### src/pftb_pkg.sv
// Types and constants of the per-flow token bucket limiter.
`timescale 1ns / 1ps
package pftb_pkg;

  typedef enum logic [1:0] {
    OP_TICK  = 2'd0,
    OP_REQ   = 2'd1,
    OP_RESET = 2'd2,
    OP_CLEAR = 2'd3
  } op_e;

  typedef enum logic [1:0] {
    CFG_CAPACITY = 2'd0,
    CFG_RATE     = 2'd1,
    CFG_INTERVAL = 2'd2,
    CFG_NONE     = 2'd3
  } cfg_e;

  typedef enum logic [3:0] {
    ST_IDLE,
    ST_SWEEP_RD,
    ST_SWEEP_CHK,
    ST_READ,
    ST_LOAD,
    ST_REFILL,
    ST_CONSUME,
    ST_PREP,
    ST_DIV,
    ST_DONE
  } state_e;

  localparam int unsigned ONE_TOKEN = 32'h0001_0000;
  localparam int unsigned DIV_STEPS = 17;

  // Controller to datapath.
  typedef struct packed {
    logic accept;
    logic sweep_rd;
    logic sweep_chk;
    logic read;
    logic load;
    logic refill;
    logic consume;
    logic prep;
  } cmd_t;

  // Datapath to controller.
  typedef struct packed {
    logic need_sweep;
    logic sweep_last;
    logic need_div;
    logic div_done;
  } status_t;

endpackage

### src/pftb_ctrl.sv
// Sequencer of the limiter: sweeps, read-modify-write and retry division.
`timescale 1ns / 1ps
module pftb_ctrl
  import pftb_pkg::*;
(
  input  logic    clk_i,
  input  logic    rst_ni,
  input  logic    start_i,
  input  logic [1:0] opcode_i,
  input  status_t status_i,
  output cmd_t    cmd_o,
  output logic    busy_o,
  output logic    done_o
);

  state_e state_q, state_d;
  logic   accept;

  always_ff @(posedge clk_i or negedge rst_ni) begin
    if (!rst_ni) begin
      state_q <= ST_IDLE;
    end else begin
      state_q <= state_d;
    end
  end

  always_comb begin
    state_d = state_q;
    cmd_o   = '0;
    busy_o  = !(state_q == ST_IDLE || state_q == ST_DONE);
    done_o  = (state_q == ST_DONE);
    accept  = start_i && !busy_o;
    cmd_o.accept = accept;
    case (state_q)
      ST_IDLE, ST_DONE: begin
        state_d = ST_IDLE;
        if (accept) begin
          if (opcode_i == OP_REQ) begin
            state_d = status_i.need_sweep ? ST_SWEEP_RD : ST_READ;
          end else begin
            state_d = ST_DONE;
          end
        end
      end
      ST_SWEEP_RD: begin
        cmd_o.sweep_rd = 1'b1;
        state_d = ST_SWEEP_CHK;
      end
      ST_SWEEP_CHK: begin
        cmd_o.sweep_chk = 1'b1;
        state_d = status_i.sweep_last ? ST_READ : ST_SWEEP_RD;
      end
      ST_READ: begin
        cmd_o.read = 1'b1;
        state_d = ST_LOAD;
      end
      ST_LOAD: begin
        cmd_o.load = 1'b1;
        state_d = ST_REFILL;
      end
      ST_REFILL: begin
        cmd_o.refill = 1'b1;
        state_d = ST_CONSUME;
      end
      ST_CONSUME: begin
        cmd_o.consume = 1'b1;
        state_d = ST_PREP;
      end
      ST_PREP: begin
        cmd_o.prep = 1'b1;
        state_d = status_i.need_div ? ST_DIV : ST_DONE;
      end
      ST_DIV: begin
        if (status_i.div_done) state_d = ST_DONE;
      end
      default: state_d = ST_IDLE;
    endcase
  end

endmodule

### config.mk
export PLATFORM = sky130hd
export DESIGN_NAME = pftb_ctrl
export DESIGN_NICKNAME = d
export VERILOG_FILES = /design/src/pftb_pkg.sv /design/src/pftb_ctrl.sv
export SDC_FILE = /design/constraint.sdc
export NUM_CORES = 1
export LEC_CHECK = 0
export ABC_CLOCK_PERIOD_IN_PS = 3300
export CAP_MARGIN = 20
export CORE_AREA = 2 2 39 41
export CTS_CLUSTER_SIZE = 40
export DETAILED_ROUTE_END_ITERATION = 16
export DIE_AREA = 0 0 41 43
export DONT_BUFFER_PORTS = 1
export MAX_ROUTING_LAYER = met4
export SLEW_MARGIN = 10
export SYNTH_ARGS = -nofsm -noshare
export SYNTH_HDL_FRONTEND = slang
export SYNTH_SLANG_ARGS = --single-unit
export TNS_END_PERCENT = 20
### constraint.sdc
create_clock -name clk_i -period 3.3 [get_ports clk_i]
set_input_delay 0.825 -clock clk_i [delete_from_list [all_inputs] [get_ports clk_i]]
set_output_delay 0.825 -clock clk_i [all_outputs]
set_load 0.02 [all_outputs]
==> results list, run 1 <==
* Share of cells above drive strength 1: 30.77%
* Ratio of total power to cell area: 1089 mW/mm2
- Inserted Diodes: 0
- The placed instances occupy a cell area of 351.6 um2.
* Relative area change from synthesis to final layout: 2.048%
- After clock tree synthesis, the clock-pin slew on the worst setup and hold paths is 0.04 ns.
- Iteration-0 DRC count of the detailed router: 5
- The worst setup path is launched from a flop.
- Top cell type's share of synthesized area: 27.30%
- Counting distinct cell types in the post-synthesis netlist gives 26.
- TritonCTS built the clock tree.
- The path class of the tightest hold or removal check is input port to async pin.
* Warnings, synthesis: 0
- Before antenna repair, the detailed router went through 3 iterations.
- Share of the cycle needed by the critical path after routing: 73.41%
- Buffers placed on the I/O ports in this run total 0.
- Dividing the detail-routed via count by the number of cells gives 5.091.
- CP arrival: 1.60 ns
* Placed Cells: 52
* Total Nets Final: 50
* Inserted Clock Buffers: 3
- Die height: 43 um
- The critical path crosses 2 cells after its start point.
- Category of cells accounting for the largest share of critical-path delay: simple AND/OR/NAND/NOR gates
- The smallest clock period supported by the final layout is computed as 2.423 ns.
* Multi-input logic area: 227.7 um2
* Leakage dissipation: 0.1510 nW
- Summed over all nets, the half-perimeter wirelength after detailed placement is 524.8 um.
- Number of nets with antenna violations after routing: 0
- Count of state elements after synthesis: 4
- The clock arrives with 0.0003643 ns of skew.
- Number of resized instances in the post-cts repair step: 0
- sky130_fd_sc_hd__dfrtp_1 takes more of the synthesized area than any other cell.
- Share of the yosys chip area belonging to registers: 27.30%
- Buffers added to address setup during post-CTS repair amount to 0.
- The critical path contains buffers and inverters numbering 0 combined.
* Fmax achieved: 412.8 MHz
* DRC violations left: 0
- Effective utilization at floorplan: 26.49%
* Worst-Skew Late Latency: 0.23 ns
- Cells taking the most area after synthesis: sky130_fd_sc_hd__dfrtp_1, sky130_fd_sc_hd__buf_6, sky130_fd_sc_hd__nor2_1
* Die Wd: 41 um
- Endpoint kind of the worst setup timing path: output port
* Placement Rows: 14
- Across the whole layout, storage elements account for 100.1 um2.
- Register ranked first by flip-flop count: state_q
- The total overflow left after global routing is 0.
- Synthesized netlist net count: 49
* Avg Cell Area, Syn: 9.165 um2
- After routing, the total negative slack on setup checks comes to 0 ns.
- The largest single stage delay on the critical path is 0.53 ns.
* Clock Path Buffers: 2
- Cell with the biggest individual delay on the critical path: sky130_fd_sc_hd__nor3_1
- The largest registers in the layout are state_q (4).
- Dividing the detail-routed wire length by the instance count gives 11.96 um.
* Number of cells on the worst reg-to-reg path: 3
- Final-report hold violation count: 0
- Summed instance area of the synthesized netlist: 366.6 um2
- In this run the number of H-tree levels came out at 1.
* DR vias: 280
- Summed over all nets, the switching power comes to 0.2078 mW.
- Hold buffer count at CTS: 0
* Setup slack, reg-to-reg: 2.09 ns
* Critical Path Fanout Max: 11
* Fill cell count: 150
* Max Cap Violations: 0
- Root Buffer Master: sky130_fd_sc_hd__clkbuf_4
- At the pin with the least slew margin, the transition time is 0.6834 ns.
- Post-Route WL: 658 um
* Maximum vdd ir drop: 0.0002543 V
- The cell count after synthesis came out at 40.
- The worst pin sits at a relative slew slack of 54.34%.
- The critical path goes through nand2b_1, nor3_1.
- Of the total power, combinational logic draws 53.2%.
- Antenna violations before repair: 0
- Setup violations remaining at the end of the flow were counted as 0.
- Count of final max-slew check failures: 0
* Critical path class: flop to output port
* Final Cell Area: 374.1 um2
- Die footprint: 0.001763 mm2
* Run status: complete, no violations
- Clock sinks: 4
* Pin count of the biggest net entering global routing: 12
* Global placer's final weighted congestion: 0.5582
- Total power consumption of the routed design: 0.4075 mW
- Total I/O pin count: 19
- Sequential cells account for 32.0% of the total power.
* Global Route Usage Sum: 8.660%
- STA puts the critical path data required time at 2.47 ns.
* Global-route wire length before repair: 986 um
* Fraction of power spent switching nets: 51.00%
- The via count of the first global-routing pass came to 263.
- RSZ-0062 raised after global routing: no
* Clock network fraction of total power: 14.8%
- The finished layout holds 55 standard cells, fillers aside.
* Flip-flop count of the largest register, all copies and words added: 4
- Internal Pwr Total: 0.1996 mW
- The total area inside the core boundary comes to 0.001384 mm2.
-- worst reg2reg max path: stages (launching register included) --
cell and delay, ns:
sky130_fd_sc_hd__dfrtp_1 0.58, sky130_fd_sc_hd__nand2b_1 0.30, sky130_fd_sc_hd__a21o_1 0.12, sky130_fd_sc_hd__o311ai_1 0.08
-- power by group through the flow --
stage               sequential (mW)  clock, mW  combinational, mW
floorplan                    0.0879          0              0.266
global placement              0.128          0              0.221
detailed placement            0.131          0              0.220
CTS                           0.131     0.0632              0.221
global route                  0.138     0.0678              0.241
finish                        0.130     0.0603              0.217
-- through the flow --
| stage | hold WS (ns) | utilization, % | setup slack (ns) |
|---|---|---|---|
| final | 0.2856 | 27.03 | 0.8774 |
| after global routing | 0.2705 | 27.03 | 0.7302 |
| after CTS | 0.2759 | 27.03 | 0.8506 |
| after detailed placement | 0.5295 | 25.41 | 1.108 |
| after global placement | 0.5295 | 25.41 | 1.102 |
| after floorplan | 0.5294 | - | 1.268 |
-- Yosys cell counts, drive strengths merged --
library cell,instances
mux2,1
nand3b,1
inv,1
xnor2,1
nand3,2
a21o,1
dfrtp,4
o22ai,1
nor3,4
nor2,7
o311ai,1
nand2,2
nand2b,5
xor2,1
nor3b,1
o221ai,1
buf,4
o21a,1
nor2b,1
-- metal layers --
metal	part of all wire, %	GRT usage (%)	vias to the layer above
li1	-	-	134
met1	43	9.385	129
met2	46	12.50	15
met3	7.9	0	2
met4	2.7	10.00	0
met5	0	-	-
-- layout by cell type, fill, tap and decap left out, drive strengths merged --
master  n
nand3b  1
xor2    1
dfrtp   4
nand3   2
xnor2   1
a21o    1
o221ai  1
o22ai   1
nor3    4
mux2    1
nor3b   1
inv     1
nand2b  5
nand2   2
nor2    7
o311ai  1
nor2b   1
o21a    1
clkbuf  3
-- kinds of logic (layout without fill, tap and decap cells) --
| logic type | count (synthesis) | in the layout | synth area share [%] |
|---|---|---|---|
| muxes | 1 | 1 | 4.094 |
| AOI/OAI and AO/OA | 5 | 5 | 13.99 |
| and+or+nand+nor | 23 | 23 | 37.20 |
| buffers and inverters | 5 | 4 | 10.58 |
| DFF | 4 | 4 | 27.30 |
| xor gates and xnor gates | 2 | 2 | 6.828 |
-- worst paths after layout --
| kind | from | to |
|---|---|---|
| min in group clk_i | state_q[3] | state_q[2] |
| hold / removal | rst_ni | state_q[1] |
| setup reg to reg | state_q[3] | state_q[0] |
| setup / recovery | state_q[3] | cmd_o[3] |
| max in group asynchronous | rst_ni | state_q[3] |
| hold reg to reg | state_q[3] | state_q[2] |
-- layout make-up --
type / count / area share [%]
clock buffers: 3 / 6.020
multi-input cells: 31 / 60.87
inverters: 1 / 1.003
well taps: 16 / 5.351
flip-flops and latches: 4 / 26.76
Power figures use the tool's default switching activity.
==> run 2: changes to the inputs <==
ABC_AREA = 1   (was not set)
ABC_CLOCK_PERIOD_IN_PS = 2200   (was 3300)
clock period = 2.2 ns   (was 3.3 ns; I/O delays follow)
==> run 2 against run 1 <==
Net effect: clock-buffer cell count did not move; largest cell class unchanged; combinational power rose by 47%; largest power group unchanged; total power rose by 35%; critical endpoint is now cmd_o[7].
==> results list, run 2 <==
- Tightest Pin Transition: 0.4669 ns
- Adding up every negative setup slack in the final design gives 0 ns.
* DR vias: 324
- Sequential cells were found to cover 32.79% of the synthesized design area.
* Placement Rows: 14
- Endpoint kind of the worst setup timing path: output port
* Die Wd: 41 um
- The endpoint identified for the worst register-to-register timing path is state_q[3].
* Category of cells accounting for the largest share of critical-path delay: flip-flops
- Max Cap Violations: 0
- The run finished with clean final reports.
* Antenna violations before repair: 0
- Global routing used 9.917% of the available tracks across all layers.
* Summed instance area of the synthesized netlist: 305.3 um2
- R2R Path Start: state_q[3]
* Total setup buffers inserted after CTS: 0
- Count of final max-slew check failures: 0
* Hold buffer count at CTS: 0
- After detailed routing, the number of vias per cell comes to 4.696.
- Cells taking the most area after synthesis: sky130_fd_sc_hd__dfrtp_1, sky130_fd_sc_hd__nor2_1, sky130_fd_sc_hd__inv_1
- From synthesis to final layout, the design area changed by 17.21%.
* Most common library cell in the layout ignoring fill and taps: sky130_fd_sc_hd__nor2_1
* Maximum vdd ir drop: 0.0004370 V
- Summed over its instances, the top area cell type makes up 32.79% of the synthesized netlist area.
- Detailed-router iteration count before antenna repair: 4
- The via count of the first global-routing pass was 293.
- The hold violation total from the final report is 0.
* Root Buffer Master: sky130_fd_sc_hd__clkbuf_4
- Synthesis handed over a netlist of 49 instances.
* DRC violations left: 0
- Cell type with the highest occurrence count on the critical path: sky130_fd_sc_hd__nand2_2
* Leakage dissipation: 0.1798 nW
* Share of cells above drive strength 1: 18.87%
* Clock sinks: 4
- Met3 demand-to-capacity share in global routing: 3.665%
- Logic pwr share: 57.9%
- After detailed routing, the average wire length per cell comes to 10.94 um.
- Total Nets Final: 64
- Critical path class: flop to output port
- The congestion estimate from routability-driven global placement came to 0.8700.
- Ratio of total power to cell area: 1541 mW/mm2
* CP arrival: 1.27 ns
- STA puts the critical path data required time at 1.65 ns.
- TritonCTS built the clock tree.
- Number of cells on the worst reg-to-reg path: 5
* Overall overflow remaining after global route: 0
* Number of buffer and inverter stages on the critical path: 2
- The core region is 0.001384 mm2.
- Async set-or-reset flop fraction in the synthesized netlist: 100.0%
* Hold WS: 0.4611 ns
- Max H-tree Level: 1
- Final Non-Filler Cells: 69
- Critical Path Fanout Max: 5
* Internal Pwr Total: 0.2519 mW
* Detailed placer's ending HPWL: 641 um
- Clock period minus worst slack: 1.822 ns
* Critical path depth: 5
* Global route hottest layer: met2
- Cell type with the highest aggregate area in the netlist: sky130_fd_sc_hd__dfrtp_1
- The register with the most flip-flops in the layout has 4 of them.
- Net switching power figure: 0.2996 mW
* Clock skew after layout: 0.00008940 ns
- Register ranked first by flip-flop count: state_q
- Finished Core Util: 25.86%
- Counting along the longest clock path gives a buffer depth of 2.
- Sequential share of power: 26.1%
- Max-slew headroom: 68.76%
- Critical path capture point: cmd_o[7]
* Clock network fraction of total power: 16.0%
- Inserted Diodes: 0
- In this run the remaining antenna-violating nets after routing total 0.
* Commonest cells after routing, fill and taps aside: sky130_fd_sc_hd__nor2_1, sky130_fd_sc_hd__inv_1, sky130_fd_sc_hd__nand2_1
- Number of resized instances in the post-cts repair step: 0
* Iteration-0 DRC count of the detailed router: 12
- In the synthesized netlist the dominant register cell turns out to be sky130_fd_sc_hd__dfrtp_1.
- Clock-pin slew on the worst setup and hold paths: 0.04 ns
- Counting distinct cell types in the post-synthesis netlist gives 14.
- In the synthesized netlist, the cells that appear most often are sky130_fd_sc_hd__nor2_1, sky130_fd_sc_hd__inv_1, sky130_fd_sc_hd__nand2_1.
- Type of element launching the critical path: flop
* Hold Crit Class: input port to flop
- In this run the count of I/O pins placed on the die edge is 19.
- Largest registers: state_q (4)
- During placement, the flow inserted port buffers numbering 0.
* Worst-Skew Late Latency: 0.23 ns
- Synthesized netlist net count: 58
- Met2 global-route usage: 14.69%
- Source of the critical timing path: state_q[1]
- The first global-routing pass estimated 1124 um of wire.
* Cell with the biggest individual delay on the critical path: sky130_fd_sc_hd__dfrtp_1
- Cell with the most instances after synthesis: sky130_fd_sc_hd__nor2_1
- Biggest cell delay along the critical path: 0.41 ns
- Dividing the synthesized area by the synthesized cell count gives 6.230 um2.
- Share of the cycle needed by the critical path after routing: 82.81%
- Count of state elements after synthesis: 4
* Global-route met1 utilization: 9.772%
- For this run, the top clock speed supported by timing is 548.9 MHz.
- Net switching is 54.33% of the power.
* Final critical-path setup slack: 0.3781 ns
- Setup repair after global routing left no endpoint under its margin.
* Inserted Clock Buffers: 3
- For flop-to-flop paths, the worst setup slack is 0.93 ns.
* Die height: 43 um
* Warnings, synthesis: 0
- Die footprint: 0.001763 mm2
- Effective utilization at floorplan: 22.06%
- Placed Cells: 65
- Entering global routing, the biggest net connects 7 pins.
- For this block, the routed nets add up to 755 um of wire.
* Final number of setup-violating endpoints: 0
* Worst setup timing slack at the placement stage: 0.6218 ns
- Walking the worst path, the cells encountered are inv_1, nand2_2, o21ai_2, nand2_2, inv_2.
- Number of enable flip-flop cells after synthesis: 0
==> run 2: metrics by stage <==
step | power, mW | area (um2)
3_3_place_gp | 0.4626 | 325.3
3_5_place_dp | 0.4666 | 325.3
2_1_floorplan | 0.4161 | 305.3
5_1_grt | 0.6136 | 357.8
6_report | 0.5515 | 357.8
4_1_cts | 0.5595 | 347.8
==> run 2: power by group through the flow <==
stage / sequential, mW / clock (mW) / combinational (mW)
after floorplan: 0.135 / 0 / 0.281
after global placement: 0.145 / 0 / 0.318
after detailed placement: 0.145 / 0 / 0.322
after CTS: 0.144 / 0.0938 / 0.322
after global routing: 0.148 / 0.106 / 0.359
final: 0.144 / 0.0882 / 0.319
==> run 2: worst min path at each step <==
stage / end / startpoint / cells past startpoint / slack [ns]
6_report: state_q[1] / status_i[2] / 2 / 0.46
5_1_grt: state_q[1] / status_i[2] / 2 / 0.45
4_1_cts: state_q[0] / rst_ni / 0 / 0.004
3_5_place_dp: state_q[0] / rst_ni / 0 / 0.25
3_3_place_gp: state_q[0] / rst_ni / 0 / 0.25
2_1_floorplan: state_q[0] / rst_ni / 0 / 0.25
==> run 2: area by class of cell <==
cell class	instances	area, um2
Timing Repair Buffer	2	17.52
Clock buffer	3	22.52
Multi-Input combinational cell	35	163.9
Fill cell	160	1026
Tap cell	16	20.02
Inverter	9	33.78
Sequential cell	4	100.1
==> run 2: cells by family (layout without fill, tap and decap cells) <==
group,after synthesis,in the layout,share of synthesized area (%)
flip-flops,4,4,32.79
buffers and inverters,10,14,13.52
AO/OA/AOI/OAI,7,7,13.11
AND/OR/NAND/NOR,28,28,40.57
==> run 2: routing by layer <==
metal,vias up,share of wire [%]
met1,149,37
met3,0,9.1
li1,162,-
met4,0,0
met5,-,0
met2,13,54
==> run 2: worst reg2reg max path, delay by kind of cell, from the launching register on <==
kind | cells | cell delay [ns]
and+or+nand+nor | 2 | 0.50
buffers and inverters | 1 | 0.12
DFF | 1 | 0.40
AOI/OAI and AO/OA | 2 | 0.18
==> run 3: changes to the inputs <==
ABC_CLOCK_PERIOD_IN_PS = 1900   (was 2200)
clock period = 1.9 ns   (was 2.2 ns; I/O delays follow)
==> run 3 against run 2 <==
Net effect: design area is the same; sequential cell count unchanged; worst setup slack worse by 0.22 ns; sequential share of layout area unchanged; via count grew 2.5%; clock skew hardly changed; cell count did not move; critical path type unchanged; largest power group unchanged.
==> results list, run 3 (same netlist as run 2, synthesis figures left out) <==
- The die is 41 um wide.
* Area of the placeable core: 0.001384 mm2
- Clock network fraction of total power: 16.2%
- The via count of the first global-routing pass is 298.
- Count of final max-slew check failures: 0
- Detailed routing inserted a total of 332 vias.
- Prior to clock tree synthesis, the placed netlist has a worst setup slack of 0.3968 ns.
* Global placer's final weighted congestion: 0.8700
* Ratio of total power to cell area: 1788 mW/mm2
- Endpoint kind of the worst setup timing path: output port
- The clock passes through at most 2 buffers.
- Clock sinks: 4
- The min-delay analysis places its worst path in the category input port to flop.
- The floorplan step defined a die boundary enclosing 0.001763 mm2.
- Leaving out filler cells and counting taps, the final layout contains 69.
- Tightest Pin Transition: 0.4659 ns
- The tree is rooted in a sky130_fd_sc_hd__clkbuf_4.
- Number of buffer and inverter stages on the critical path: 2
- Once the clock tree was built, the resizer swapped 0 gates to a different size.
- Sequential share of power: 26.0%
- Critical path depth: 5
- Internal Pwr Total: 0.2917 mW
* Type of element launching the critical path: flop
- DRC violations left: 0
- Cells fill 25.86% of the core in the end.
- For this run, the slowest stage of the critical path takes 0.41 ns.
- Counting tap cells, the placed design contains a total of 65 instances.
- Clock latency on the worst-skew pair, taken at its later pin, is 0.23 ns.
* Buffers added on ports: 0
- Number of cells on the worst reg-to-reg path: 5
- Net switching power figure: 0.3482 mW
* Total Nets Final: 64
- Max-slew headroom: 68.83%
- Setup slack on the critical path of the routed design comes to 0.1532 ns.
* Inserted Diodes: 0
- Post-Route WL: 751 um
- The slowest stage of the critical path belongs to the cell sky130_fd_sc_hd__dfrtp_1.
- Detailed placer's ending HPWL: 641 um
* Max Cap Violations: 0
* Relative area change from synthesis to final layout: 17.21%
- Of the cells placed in the final design, the portion with a size suffix greater than 1 is 18.87%.
* Overall overflow remaining after global route: 0
- Effective utilization at floorplan: 22.06%
* Detailed-router iteration count before antenna repair: 4
- Commonest cells after routing, fill and taps aside: sky130_fd_sc_hd__nor2_1, sky130_fd_sc_hd__inv_1, sky130_fd_sc_hd__nand2_1
* Critical path class: flop to output port
* Setup total negative slack: 0 ns
- At the worst endpoint, the required time is 1.42 ns.
* Inserted Clock Buffers: 3
- The count of nets left with antenna violations once routing finished came out at 0.
- Flip-flop count of the largest register, all copies and words added: 4
- In this run the number of H-tree levels came out at 1.
- Share of the cycle needed by the critical path after routing: 91.94%
* Most common library cell in the layout ignoring fill and taps: sky130_fd_sc_hd__nor2_1
* Fmax achieved: 572.5 MHz
- Die height: 43 um
- Leakage dissipation: 0.1798 nW
- Setup violations remaining at the end of the flow were counted as 0.
- The first global-routing pass estimated 1124 um of wire.
- Clock skew on the completed layout was measured at 0.0001470 ns.
- The hold violation total from the final report came to 0.
- Fraction of power spent switching nets: 54.41%
* Critical Path Fanout Max: 5
* Iteration-0 DRC count of the detailed router: 12
* Clock-pin slew on the worst setup and hold paths: 0.04 ns
- state_q holds more flip-flops than any other register.
* CP arrival: 1.27 ns
- Run status: complete, no violations
* TritonCTS clock tree: done
- Total I/O pin count: 19
* Clock period minus worst slack: 1.747 ns
- Antenna violations before repair: 0
- Largest registers: state_q (4)
- Ordered list of cells on the worst path: inv_1, nand2_2, o21ai_2, nand2_2, inv_2
* Number of cells traversed by the worst hold path: 2
- Category of cells accounting for the largest share of critical-path delay: flip-flops
* Pin count of the biggest net entering global routing: 7
* Hold buffer count at CTS: 1
- Per-cell routed wire length: 10.88 um
* Total setup buffers inserted after CTS: 0
- RSZ-0062 raised after global routing: no
- Maximum vdd ir drop: 0.0004891 V
- Hold WS: 0.3822 ns
* Placement Rows: 14
- The most numerous cell type found on the critical path is sky130_fd_sc_hd__nand2_2.
- Number of vias per cell after detailed routing: 4.812
- Combinational logic is responsible for 57.7% of the overall power.
- Across every metal layer, demand over resource in global routing totals 10.12%.
[run 3: cell counts in the layout (fill, tap and decap cells not counted)]
Identical to the previous run, type by type.
[run 3: final timing paths]
| check | from | end | slack (ns) |
|---|---|---|---|
| max reg2reg | state_q[3] | state_q[3] | 0.62 |
| max in group asynchronous | rst_ni | state_q[3] | 1.23 |
| min reg2reg | state_q[2] | state_q[2] | 0.64 |
| min | status_i[2] | state_q[1] | 0.38 |
| max | state_q[1] | cmd_o[7] | 0.15 |
| min in group asynchronous | rst_ni | state_q[0] | 0.51 |
[run 3: power groups by stage]
stage / Combinational (mW) / Sequential (mW) / Clock, mW
after floorplan: 0.325 / 0.157 / 0
after detailed placement: 0.373 / 0.168 / 0
final: 0.370 / 0.167 / 0.104
after global routing: 0.416 / 0.171 / 0.124
after global placement: 0.368 / 0.167 / 0
after CTS: 0.376 / 0.166 / 0.109
[run 3: cell type report]
| type | count | area, um2 |
|---|---|---|
| clock buffers | 3 | 22.52 |
| fillers | 163 | 1026 |
| inverters | 9 | 33.78 |
| multi-input cells | 35 | 163.9 |
| flip-flops and latches | 4 | 100.1 |
| well taps | 16 | 20.02 |
| repair buffers | 2 | 17.52 |
[run 3: routing by layer]
layer,track usage [%],vias to the layer above,part of all wire [%]
met4,10.00,0,2.3
met5,-,-,0
met2,14.69,15,51
met1,9.772,153,37
met3,3.141,2,8.7
li1,-,162,-
[run 3: metrics by stage]
step	area, um2	power (mW)
2_1_floorplan	305.3	0.4818
3_3_place_gp	325.3	0.5356
3_5_place_dp	325.3	0.5402
4_1_cts	357.8	0.6508
5_1_grt	357.8	0.7110
6_report	357.8	0.6399
